$ cat src/hdl/maf_pkg.sv
// ----------------------------------------------------------------------------
// maf_pkg
// Shared constants, state encoding and status types of the moving average
// filter.
// ----------------------------------------------------------------------------
package maf_pkg;

    // Default parameter values
    localparam int WINDOW_MAX_DEF    = 64;
    localparam int SAMPLE_BITS_DEF   = 16;
    localparam int FRACTION_BITS_DEF = 8;

    // Window size register
    localparam int              CFG_BITS  = 7;
    localparam logic [CFG_BITS-1:0] CFG_RESET = 7'd3;

    typedef enum logic [1:0] {
        ST_IDLE,
        ST_UPDATE,
        ST_DIVIDE
    } maf_state_t;

    typedef struct packed {
        logic busy;
        logic done;
    } maf_div_status_t;

endpackage

$ cat src/hdl/maf_ring.sv
// ----------------------------------------------------------------------------
// maf_ring
// Sample ring memory: one write port, one read port with registered data.
// ----------------------------------------------------------------------------
module maf_ring #(
    parameter int DEPTH     = maf_pkg::WINDOW_MAX_DEF,
    parameter int DATA_BITS = maf_pkg::SAMPLE_BITS_DEF,
    parameter int ADDR_BITS = $clog2(DEPTH)
) (
    input  logic                        aclk,
    input  logic                        wr_en,
    input  logic [ADDR_BITS-1:0]        wr_addr,
    input  logic signed [DATA_BITS-1:0] wr_data,
    input  logic                        rd_en,
    input  logic [ADDR_BITS-1:0]        rd_addr,
    output logic signed [DATA_BITS-1:0] rd_data
);

    logic signed [DATA_BITS-1:0] mem [DEPTH];
    logic signed [DATA_BITS-1:0] rd_data_reg;

    always_ff @(posedge aclk) begin
        if (wr_en) begin
            mem[wr_addr] <= wr_data;
        end
        if (rd_en) begin
            rd_data_reg <= mem[rd_addr];
        end
    end

    assign rd_data = rd_data_reg;

endmodule

$ cat src/hdl/maf_divider.sv
// ----------------------------------------------------------------------------
// maf_divider
// Bit-serial restoring divider: (numerator << SHIFT) / divisor, signed
// numerator, unsigned divisor, quotient truncated toward zero.
// ----------------------------------------------------------------------------
module maf_divider #(
    parameter int NUM_BITS     = 22,
    parameter int SHIFT        = maf_pkg::FRACTION_BITS_DEF,
    parameter int DIVISOR_BITS = 7,
    parameter int QUO_BITS     = NUM_BITS + SHIFT
) (
    input  logic                        aclk,
    input  logic                        aresetn,
    input  logic                        start,
    input  logic signed [NUM_BITS-1:0]  numerator,
    input  logic [DIVISOR_BITS-1:0]     divisor,
    output logic signed [QUO_BITS-1:0]  quotient,
    output maf_pkg::maf_div_status_t    status
);
    import maf_pkg::*;

    localparam int CNT_BITS = $clog2(QUO_BITS);

    logic [DIVISOR_BITS-1:0] rem_reg;
    logic [QUO_BITS-1:0]     quo_reg;
    logic [CNT_BITS-1:0]     cnt_reg;
    logic                    neg_reg;
    logic                    busy_reg;
    logic                    done_reg;

    logic [NUM_BITS-1:0]     magnitude;
    logic [DIVISOR_BITS:0]   trial;
    logic                    fits;

    assign magnitude = numerator[NUM_BITS-1] ? -numerator : numerator;
    assign trial     = {rem_reg, quo_reg[QUO_BITS-1]};
    assign fits      = trial >= {1'b0, divisor};

    // Control
    always_ff @(posedge aclk) begin
        if (!aresetn) begin
            busy_reg <= 1'b0;
            done_reg <= 1'b0;
            cnt_reg  <= '0;
        end else if (start) begin
            busy_reg <= 1'b1;
            done_reg <= 1'b0;
            cnt_reg  <= CNT_BITS'(QUO_BITS - 1);
        end else if (busy_reg) begin
            cnt_reg <= cnt_reg - 1'b1;
            if (cnt_reg == '0) begin
                busy_reg <= 1'b0;
                done_reg <= 1'b1;
            end
        end
    end

    // Datapath: one quotient bit per cycle
    always_ff @(posedge aclk) begin
        if (start) begin
            rem_reg <= '0;
            quo_reg <= QUO_BITS'(magnitude) << SHIFT;
            neg_reg <= numerator[NUM_BITS-1];
        end else if (busy_reg) begin
            rem_reg <= fits ? DIVISOR_BITS'(trial - {1'b0, divisor})
                            : DIVISOR_BITS'(trial);
            quo_reg <= {quo_reg[QUO_BITS-2:0], fits};
        end
    end

    assign quotient    = neg_reg ? -signed'(quo_reg) : signed'(quo_reg);
    assign status.busy = busy_reg;
    assign status.done = done_reg;

endmodule

$ cat src/hdl/moving_average_filter.sv
// ----------------------------------------------------------------------------
// moving_average_filter
// Boxcar filter: keeps a ring of recent samples and their running sum, and
// once a full window has been seen returns the mean in signed fixed point.
// ----------------------------------------------------------------------------
//
//   channel  | direction | payload                               | handshake
//   ---------+-----------+---------------------------------------+--------------
//   s_       | in        | s_sample_value, s_starts_sequence     | s_valid/ready
//   m_       | out       | m_window_mean                         | m_valid/ready
//   cfg_     | in        | cfg_window_size                       | cfg_valid/ready
//
// A request without a result reads the ring slot of the oldest sample, then
// updates the sum and writes the sample back. A request with a result also
// starts the bit-serial divider and waits in ST_DIVIDE for the quotient.
// Synchronous active-low reset clears fill count, sum, write slot and sets
// the window size to 3; the ring itself is not cleared.
// A stalled result sits in the output register while the next request is
// taken; only a second finished result waits for the first to drain.
// ----------------------------------------------------------------------------
module moving_average_filter #(
    parameter int WINDOW_MAX    = maf_pkg::WINDOW_MAX_DEF,
    parameter int SAMPLE_BITS   = maf_pkg::SAMPLE_BITS_DEF,
    parameter int FRACTION_BITS = maf_pkg::FRACTION_BITS_DEF,
    parameter int MEAN_BITS     = SAMPLE_BITS + FRACTION_BITS
) (
    input  logic                          aclk,
    input  logic                          aresetn,
    // sample requests
    input  logic                          s_valid,
    output logic                          s_ready,
    input  logic signed [SAMPLE_BITS-1:0] s_sample_value,
    input  logic                          s_starts_sequence,
    // results
    output logic                          m_valid,
    input  logic                          m_ready,
    output logic signed [MEAN_BITS-1:0]   m_window_mean,
    // window size register
    input  logic                          cfg_valid,
    output logic                          cfg_ready,
    input  logic [maf_pkg::CFG_BITS-1:0]  cfg_window_size
);
    import maf_pkg::*;

    localparam int AW       = $clog2(WINDOW_MAX);
    localparam int KA       = AW + 1;
    localparam int KMIN     = $clog2(WINDOW_MAX + 1);
    localparam int KW       = (KMIN > CFG_BITS) ? KMIN : CFG_BITS;
    localparam int SUM_BITS = SAMPLE_BITS + AW;
    localparam int QUO_BITS = SUM_BITS + FRACTION_BITS;

    maf_state_t                   state_reg, state_next;
    logic [CFG_BITS-1:0]          cfg_reg, cfg_next;
    logic [KW-1:0]                fill_reg, fill_next;
    logic signed [SUM_BITS-1:0]   sum_reg, sum_next;
    logic [AW-1:0]                wp_reg, wp_next;
    logic signed [SAMPLE_BITS-1:0] sample_reg, sample_next;
    logic                         m_valid_reg, m_valid_next;
    logic signed [MEAN_BITS-1:0]  mean_reg, mean_next;

    logic [KW-1:0]                cfg_ext;
    logic [KW-1:0]                k_eff;
    logic [KA-1:0]                k_addr;
    logic [KA-1:0]                oldest_diff;
    logic [AW-1:0]                oldest_addr;
    logic [AW-1:0]                wp_inc;
    logic [KW-1:0]                fill_upd;
    logic signed [SUM_BITS-1:0]   sum_upd;
    logic signed [SUM_BITS-1:0]   drop_val;

    logic                         rd_en;
    logic                         wr_en;
    logic signed [SAMPLE_BITS-1:0] rd_data;
    logic                         div_start;
    logic signed [QUO_BITS-1:0]   div_quotient;
    maf_div_status_t              div_status;

    // Effective window size: zero acts as one, clamp at the ring depth
    assign cfg_ext = KW'(cfg_reg);
    always_comb begin
        if (cfg_ext == '0) begin
            k_eff = KW'(1);
        end else if (cfg_ext > KW'(WINDOW_MAX)) begin
            k_eff = KW'(WINDOW_MAX);
        end else begin
            k_eff = cfg_ext;
        end
    end

    // Slot of the sample that drops out of the window
    assign k_addr      = KA'(k_eff);
    assign oldest_diff = {1'b0, wp_reg} - k_addr;
    assign oldest_addr = ({1'b0, wp_reg} >= k_addr) ? AW'(oldest_diff)
                                                    : AW'(oldest_diff + KA'(WINDOW_MAX));

    assign wp_inc   = (wp_reg == AW'(WINDOW_MAX - 1)) ? '0 : wp_reg + 1'b1;
    assign fill_upd = (fill_reg < k_eff) ? fill_reg + 1'b1 : fill_reg;
    assign drop_val = (fill_reg >= k_eff) ? SUM_BITS'(rd_data) : '0;
    assign sum_upd  = sum_reg - drop_val + SUM_BITS'(sample_reg);

    always_ff @(posedge aclk) begin
        if (!aresetn) begin
            state_reg   <= ST_IDLE;
            cfg_reg     <= CFG_RESET;
            fill_reg    <= '0;
            sum_reg     <= '0;
            wp_reg      <= '0;
            m_valid_reg <= 1'b0;
        end else begin
            state_reg   <= state_next;
            cfg_reg     <= cfg_next;
            fill_reg    <= fill_next;
            sum_reg     <= sum_next;
            wp_reg      <= wp_next;
            m_valid_reg <= m_valid_next;
        end
    end

    // Payload registers
    always_ff @(posedge aclk) begin
        sample_reg <= sample_next;
        mean_reg   <= mean_next;
    end

    always_comb begin
        state_next   = state_reg;
        cfg_next     = cfg_reg;
        fill_next    = fill_reg;
        sum_next     = sum_reg;
        wp_next      = wp_reg;
        sample_next  = sample_reg;
        m_valid_next = m_valid_reg;
        mean_next    = mean_reg;
        s_ready      = 1'b0;
        cfg_ready    = 1'b0;
        rd_en        = 1'b0;
        wr_en        = 1'b0;
        div_start    = 1'b0;

        // drop the result once taken
        if (m_valid_reg && m_ready) begin
            m_valid_next = 1'b0;
        end

        case (state_reg)
            ST_IDLE: begin
                cfg_ready = 1'b1;
                s_ready   = !cfg_valid;
                if (cfg_valid) begin
                    // new window size restarts the fill; keep the write slot
                    cfg_next  = cfg_window_size;
                    fill_next = '0;
                    sum_next  = '0;
                end else if (s_valid) begin
                    sample_next = s_sample_value;
                    rd_en       = 1'b1;
                    if (s_starts_sequence) begin
                        fill_next = '0;
                        sum_next  = '0;
                    end
                    state_next = ST_UPDATE;
                end
            end
            ST_UPDATE: begin
                // ring data for the oldest slot is here; write the new sample
                wr_en     = 1'b1;
                sum_next  = sum_upd;
                wp_next   = wp_inc;
                fill_next = fill_upd;
                if (fill_upd >= k_eff) begin
                    div_start  = 1'b1;
                    state_next = ST_DIVIDE;
                end else begin
                    state_next = ST_IDLE;
                end
            end
            ST_DIVIDE: begin
                // hold the quotient until the output register is free
                if (div_status.done && (!m_valid_reg || m_ready)) begin
                    m_valid_next = 1'b1;
                    mean_next    = MEAN_BITS'(div_quotient);
                    state_next   = ST_IDLE;
                end
            end
            default: begin
                state_next = ST_IDLE;
            end
        endcase
    end

    maf_ring #(
        .DEPTH     (WINDOW_MAX),
        .DATA_BITS (SAMPLE_BITS),
        .ADDR_BITS (AW)
    ) u_ring (
        .aclk    (aclk),
        .wr_en   (wr_en),
        .wr_addr (wp_reg),
        .wr_data (sample_reg),
        .rd_en   (rd_en),
        .rd_addr (oldest_addr),
        .rd_data (rd_data)
    );

    maf_divider #(
        .NUM_BITS     (SUM_BITS),
        .SHIFT        (FRACTION_BITS),
        .DIVISOR_BITS (KW),
        .QUO_BITS     (QUO_BITS)
    ) u_divider (
        .aclk      (aclk),
        .aresetn   (aresetn),
        .start     (div_start),
        .numerator (sum_upd),
        .divisor   (k_eff),
        .quotient  (div_quotient),
        .status    (div_status)
    );

    assign m_valid       = m_valid_reg;
    assign m_window_mean = mean_reg;

endmodule

$ cat config.mk
export PLATFORM = sky130hd
export DESIGN_NAME = moving_average_filter
export DESIGN_NICKNAME = d
export VERILOG_FILES = /design/src/hdl/maf_pkg.sv /design/src/hdl/maf_ring.sv /design/src/hdl/maf_divider.sv /design/src/hdl/moving_average_filter.sv
export SDC_FILE = /design/constraint.sdc
export NUM_CORES = 1
export LEC_CHECK = 0
export BUFFER_PORTS_ARGS = -buffer_cell sky130_fd_sc_hd__buf_4
export CELL_PAD_IN_SITES_DETAIL_PLACEMENT = 1
export CELL_PAD_IN_SITES_GLOBAL_PLACEMENT = 2
export CORE_MARGIN = 3
export CORE_UTILIZATION = 49
export CTS_CLUSTER_DIAMETER = 120
export CTS_CLUSTER_SIZE = 10
export DETAILED_ROUTE_END_ITERATION = 16
export PLACE_DENSITY_LB_ADDON = 0.1
export SYNTH_ARGS = -nofsm -noshare
export SYNTH_HDL_FRONTEND = slang
export SYNTH_SLANG_ARGS = --single-unit
$ cat constraint.sdc
create_clock -name aclk -period 6 [get_ports aclk]
set_input_delay 0.3 -clock aclk [delete_from_list [all_inputs] [get_ports aclk]]
set_output_delay 0.3 -clock aclk [all_outputs]
set_load 0.01 [all_outputs]
# == Yosys cells after proc, flatten, opt, wreduce, memory -nomap -nowiden ==
# Memories as Yosys holds them, arrays and structs flattened. A register that Yosys moved wholly into a read port is not among the register bits.
# Index checks and enable logic that the tools add are counted.
# word_totals
latch_bits,0
in_bits,29
rom_bits,0
out_inout_bits,27
register_bits,130
n_memories,1
ram_bits,1024
# op_classes
n_bitwise,2
n_eq_ne,8
mux,42
n_addsub,10
n_reduce_logical,17
shift,0
multipliers,0
order_cmp,6
div_mod_pow,0
# mem_list
memory,depth,width,read_ports,rd_clocked_by_memory_dff,wr,line,rtl
u_ring.mem,64,16,1,1,1,maf_ring.sv:19,logic signed [DATA_BITS-1:0] mem [DEPTH];
# ops
op,n
$mux 22,5
$mux 30,2
$mux 7,7
$pmux 22 s2,1
$mux 24,1
$neg 24->24,1
$add 22x16->22,1
$neg 22->22,1
$sub 22x22->22,1
$mux 1,16
$ge 7x7->1,2
$pmux 7 s2,1
$add 6x1->6 const B,2
$mux 6,2
$mux 5,2
$reduce_and 3->1,3
$ge 8x7->1,1
$mux 2,4
$add 7x1->7 const B,1
$ge 6x7->1,1
$gt 7x7->1 const B,1
$logic_not 7->1,1
$lt 7x7->1,1
$sub 7x7->7,1
17 further kinds,26

# == Logic depth before layout (Yosys ltp) ==
# logic_depth
ltp_word,10
ltp_mapped,26
ltp_nobuf,23

# == Cells and area by module ==
# Synthesis repeated with hierarchy kept, for this count alone.
# unflattened
hier_cells,2780
hier_area_um2,48933.2
# by_module_without_submodules
module,area_per_inst_um2,cells_per_inst,instances,seq_area_each_um2
maf_ring,40202.3,1829,1,31230.0
moving_average_filter,5562.8,601,1,2102.0
maf_divider,3168.0,350,1,1131.1

# == Least setup slack after synthesis ==
# OpenSTA, ideal clock, no wires.
# synth_timing
path_type,flip-flop to flip-flop
startpoint,"register cfg_reg[1], in the netlist cfg_ext[1]"
endpoint,register u_divider.quo_reg[28] (data pin)
stages_incl_launch_ff,25
t_required_ns,5.736
arrival_time_ns,4.822
synth_period_minus_slack_ns,5.087
slack_ns,0.913
setup_time_ns,0.264
path_cell_list,dfxtp_1 nor3_1 a21oi_1 nor2_1 ha_1 nand2b_1 a21o_1 a21oi_1 o21ai_1 clkbuf_1 and2_1 fa_1 inv_1 ha_1 buf_6 a211o_1 a2111oi_2 a31o_2 a2111oi_2 a211oi_2 nand4b_1 or2_4 o41ai_1 xor2_1 o21ai_1
# synth_via
elab_chain_len,10
elab_cells_between_ends,16
classes_between,add/sub: 3; order compare: 4; mux: 8; reduce/logical: 1
# synth_lines
item,line,rtl
from (decl),moving_average_filter.sv:53,"logic [CFG_BITS-1:0] cfg_reg, cfg_next;"
from (signal assigned),moving_average_filter.sv:111,cfg_reg <= cfg_next;
$gt 7x7->1,moving_average_filter.sv:83,end else if (cfg_ext > KW'(WINDOW_MAX)) begin
$mux 7,moving_average_filter.sv:83,
$mux 7 *,moving_average_filter.sv:81,if (cfg_ext == '0) begin
$ge 7x7->1,moving_average_filter.sv:98,assign drop_val = (fill_reg >= k_eff) ? SUM_BITS'(rd_data) : '0;
$mux 22,moving_average_filter.sv:98,
$sub 22x22->22,moving_average_filter.sv:99,assign sum_upd = sum_reg - drop_val + SUM_BITS'(sample_reg);
$add 22x16->22,moving_average_filter.sv:99,
$neg 22->22,maf_divider.sv:35,assign magnitude = numerator[NUM_BITS-1] ? -numerator : numerator;
$mux 22,maf_divider.sv:35,
$mux 30 *,maf_divider.sv:60,if (start) begin
to (signal assigned),maf_divider.sv:62,quo_reg <= QUO_BITS'(magnitude) << SHIFT;
to (signal assigned),maf_divider.sv:67,"quo_reg <= {quo_reg[QUO_BITS-2:0], fits};"
to (decl),maf_divider.sv:25,logic [QUO_BITS-1:0] quo_reg;
# Mark *: on every way between the ends. The rest lies on a longest branch, timed or not.
# A chain may end at the register's enable or synchronous reset.

# == Worst setup path in the final report ==
# layout_timing
startpoint,"register cfg_reg[6], in the netlist cfg_ext[6]"
endpoint,register u_divider.quo_reg[29] (data pin)
# Same word-level chain as after synthesis.

==> results.py <==
metrics = {
    "run_status": {
        "status": "finished, final reports clean",
    },
    "clocking": {
        "clk_root_buffer_cell": "clkbuf_16",
        "cts_tree": "built",
        "clock_tree.htree_level_count": 4,
        "clock_tree.buffer_depth": 3,
        "cts_buffers": 134,
        "clock_pin_slew_reported_for_the_worst_setup_and_hold_paths_after_clock_tree_synthesis_ns": 0.06,
        "clock_latency_on_the_worst_skew_pair_ns": 0.74,
        "sinks_on_clock_net": 1170,
        "cts_setup_buffers": 0,
    },
    "floorplanning": {
        "num_rows": 114,
        "io_pins": 56,
        "die_width_um": 319,
        "floorplan.initialDensity_pct": 49.6,
        "design.die.area_um2": 102000,
        "core_um2": 97000,
        "die_h_um": 319,
    },
    "drt": {
        "wire_per_inst_um": 28.6,
        "drtAntennaViolNets": 0,
        "drtPass1Iterations": 5,
        "dr_total_vias": 24464,
        "route.final.wire_length_um": 116000,
        "detail_route.vias_per_cell": 6.01,
        "drc_errors": 0,
        "dr_iter_0_viols": 2352,
    },
    "finish": {
        "instances_no_fill": 4071,
        "layout_commonest_cell": "edfxtp_1",
        "layout.cells.most_common_list": "1103 x edfxtp_1, 320 x mux4_2, 163 x buf_4",
        "finalInstanceArea_um2": 54900,
        "largest_register_ff_count": 1024,
        "num_antenna_cells": 0,
        "layout.core_utilization_pct": 56.6,
        "area_delta_synth_final_pct": 14.1,
        "drive_gt1_share_pct": 24.3,
        "num-nets-final": 2842,
    },
    "pwr": {
        "power.leakage_uw": 0.0179,
        "ir_worst_vdd_mv": 0.305,
        "power_density_nw_per_um2": 360,
    },
    "setup_path": {
        "timing.rr.start": "cfg_ext[6]",
        "critPathSlowestCell": "or4_1",
        "reg2reg_setup_slack_ns": 0.46,
        "criticalPathCategory": "reg2reg",
        "critical_path_arrival_ns": 6.07,
        "cp_slowest_stage_delay_ns": 0.50,
        "cp_common_cell": "a21o_1",
        "worstRegToRegCells": 21,
        "critical_path_required_ns": 6.53,
        "r2r_end": "u_divider.quo_reg[29]",
        "crit_path_max_fanout": 9,
        "critPathCaptureType": "flop",
        "crit_path_cell_trace": "inv_1, nand2_1, ha_1, a21o_1, a21o_1, a21oi_1, o21ai_2, buf_4, and2_1, fa_1, inv_1, ha_1, o211ai_1, o21ai_2, nand4_1, a21o_1, a311oi_2, nand4b_1, or2_4, or4_1, o41ai_2",
        "startpoint_type": "flop",
    },
    "synth": {
        "yosys_most_used_dff": "edfxtp_1",
        "synth_warnings": 0,
        "synth_top_family_by_area": "multiplexers",
        "synth_compound_area_share_pct": 3.41,
        "synth_seq_cells": 1170,
        "post_synth_mux_area_share_pct": 15.6,
        "netlist_area_um2": 48100,
        "synth_edf_count": 1103,
        "syn_avg_cell_area_um2": 19.1,
        "yosys.area_share.adder_pct": 2.36,
        "synthesis.nets": 2629,
        "post_synth_xor_area_fraction_pct": 1.47,
        "simple_gate_fraction_of_synth_area_pct": 3.72,
        "asr_flop_ratio_synth_pct": 0,
        "synth_cell_types": 64,
        "synthesis.instances": 2523,
        "synth.yosys.seq_area_share_pct": 71.6,
    },
    "global_route": {
        "track_usage_pct": 23.4,
        "number_of_antenna_violations_at_the_first_check_in_global_routing": 2,
        "globalRoute.totalOverflow": 0,
        "grt_first_pass_wirelength_um": 176000,
        "grt_pass1_vias": 26196,
        "largest_net_degree_at_the_start_of_global_routing": 80,
    },
    "worst_hold_path": {
        "hold-path-cell-count": 4,
        "timing.hold.worst.class": "in2reg",
        "worstHoldEndpoint": "cfg_ext[3]",
        "holdCritStartpoint": "cfg_valid",
    },
    "timing": {
        "maxSlewHeadroom_pct": 21.8,
        "setup-tns-final_ns": 0,
        "skew_ns": 0.0315,
        "rsz0062_at_grt": "false",
        "max_freq_mhz": 181,
        "final_period_minus_worst_setup_slack_ns": 5.54,
        "worst-slew-pin-transition_ns": 1.17,
        "finalHoldViolCount": 0,
        "whs_ns": 0.0563,
        "timing.final.crit_share_pct": 92.3,
        "setup_violations": 0,
        "pins_over_their_slew_limit": 0,
    },
    "flow_run": {
        "max-cap-violations": 0,
    },
    "placed_design": {
        "placed_cells": 3850,
        "port-buffer-count": 55,
        "detailed_place_hpwl_um": 69300,
        "gp_congestion": 0.824,
        "dpl-instance-area_um2": 50800,
    },
}
cells by family after synthesis:
family | after synthesis
adder cells (fa/ha/maj) | 77
XOR/XNOR | 79
flip-flops | 1170
multiplexers | 349
AO/OA/AOI/OAI | 251
buffers and inverters | 230
AND/OR/NAND/NOR | 367
cells in the mapped netlist (12+ instances only):
cell type,count,area [µm²]
edfxtp_1,1103,33100
mux4_2,320,7210
nor2_1,121,454
inv_1,106,398
clkbuf_1,89,334
dfxtp_1,67,1340
nand2_1,67,251
a21oi_1,61,305
ha_1,54,676
o21ai_0,54,270
xnor2_1,54,473
nor2b_1,49,307
nand3_1,40,200
and2_1,27,169
mux2i_1,27,270
fa_1,23,460
xor2_1,23,201
a211oi_1,22,165
a22oi_1,22,165
buf_1,22,82.6
a21o_1,19,143
nand2b_1,16,100
nor3_1,13,65.1
buf_2,12,60.1
cell type report:
cell class | count | area [µm²]
Fill cell | 8487 | 42100
Sequential cell | 1170 | 34500
Timing Repair Buffer | 201 | 1720
Multi-Input combinational cell | 1123 | 12900
Tap cell | 1276 | 1600
Clock inverter | 14 | 313
Clock buffer | 181 | 3550
Inverter | 106 | 398
metal layers:
layer	global-route usage, %	wire length (µm)	vias up
li1	-	-	10487
met1	33.9	51000	13090
met2	37.8	57000	734
met3	3.34	5930	153
met4	6.45	2510	0
met5	0	0	-
metrics by stage:
step / power [µW] / setup slack, ns
2_1_floorplan: 11500 / 0.913
5_1_grt: 20600 / 0.00603
3_3_place_gp: 12600 / 0.523
3_5_place_dp: 12600 / 0.168
6_report: 19800 / 0.462
4_1_cts: 20000 / 0.151
worst max-delay path, delay by kind of cell, from the launching register on:
family / cells / cell delay (ns)
AOI/OAI and AO/OA: 9 / 1.96
adders and majority gates: 3 / 1.17
buffers and inverters: 3 / 0.44
DFF: 1 / 0.34
and+or+nand+nor: 6 / 1.45
worst max path at each step:
| stage | from | to | slack (ns) | cells after the start |
|---|---|---|---|---|
| 5_1_grt | cfg_ext[6] | u_divider.quo_reg[29] | 0.006 | 21 |
| 3_3_place_gp | cfg_ext[1] | u_divider.quo_reg[28] | 0.52 | 23 |
| 4_1_cts | cfg_ext[6] | u_divider.quo_reg[28] | 0.15 | 22 |
| 6_report | cfg_ext[6] | u_divider.quo_reg[29] | 0.46 | 21 |
| 2_1_floorplan | cfg_ext[1] | u_divider.quo_reg[28] | 0.91 | 24 |
| 3_5_place_dp | cfg_ext[6] | u_divider.quo_reg[28] | 0.17 | 22 |
where the power goes:
part	switching, µW	leakage (µW)	total (µW)	internal [µW]
logic	1880	0.00555	3400	1520
registers	55.4	0.0105	9060	9000
clock network	3180	0.00184	7330	4150
total	5110	0.0179	19800	14700
timing repair:
item | CTS | global route
resized for setup | 0 | 4
hold buffers | 26 | 0
endpoints found under the hold margin | 26 | 0
endpoints found under the setup margin | 0 | 5
(Power assumes the default switching activity.)
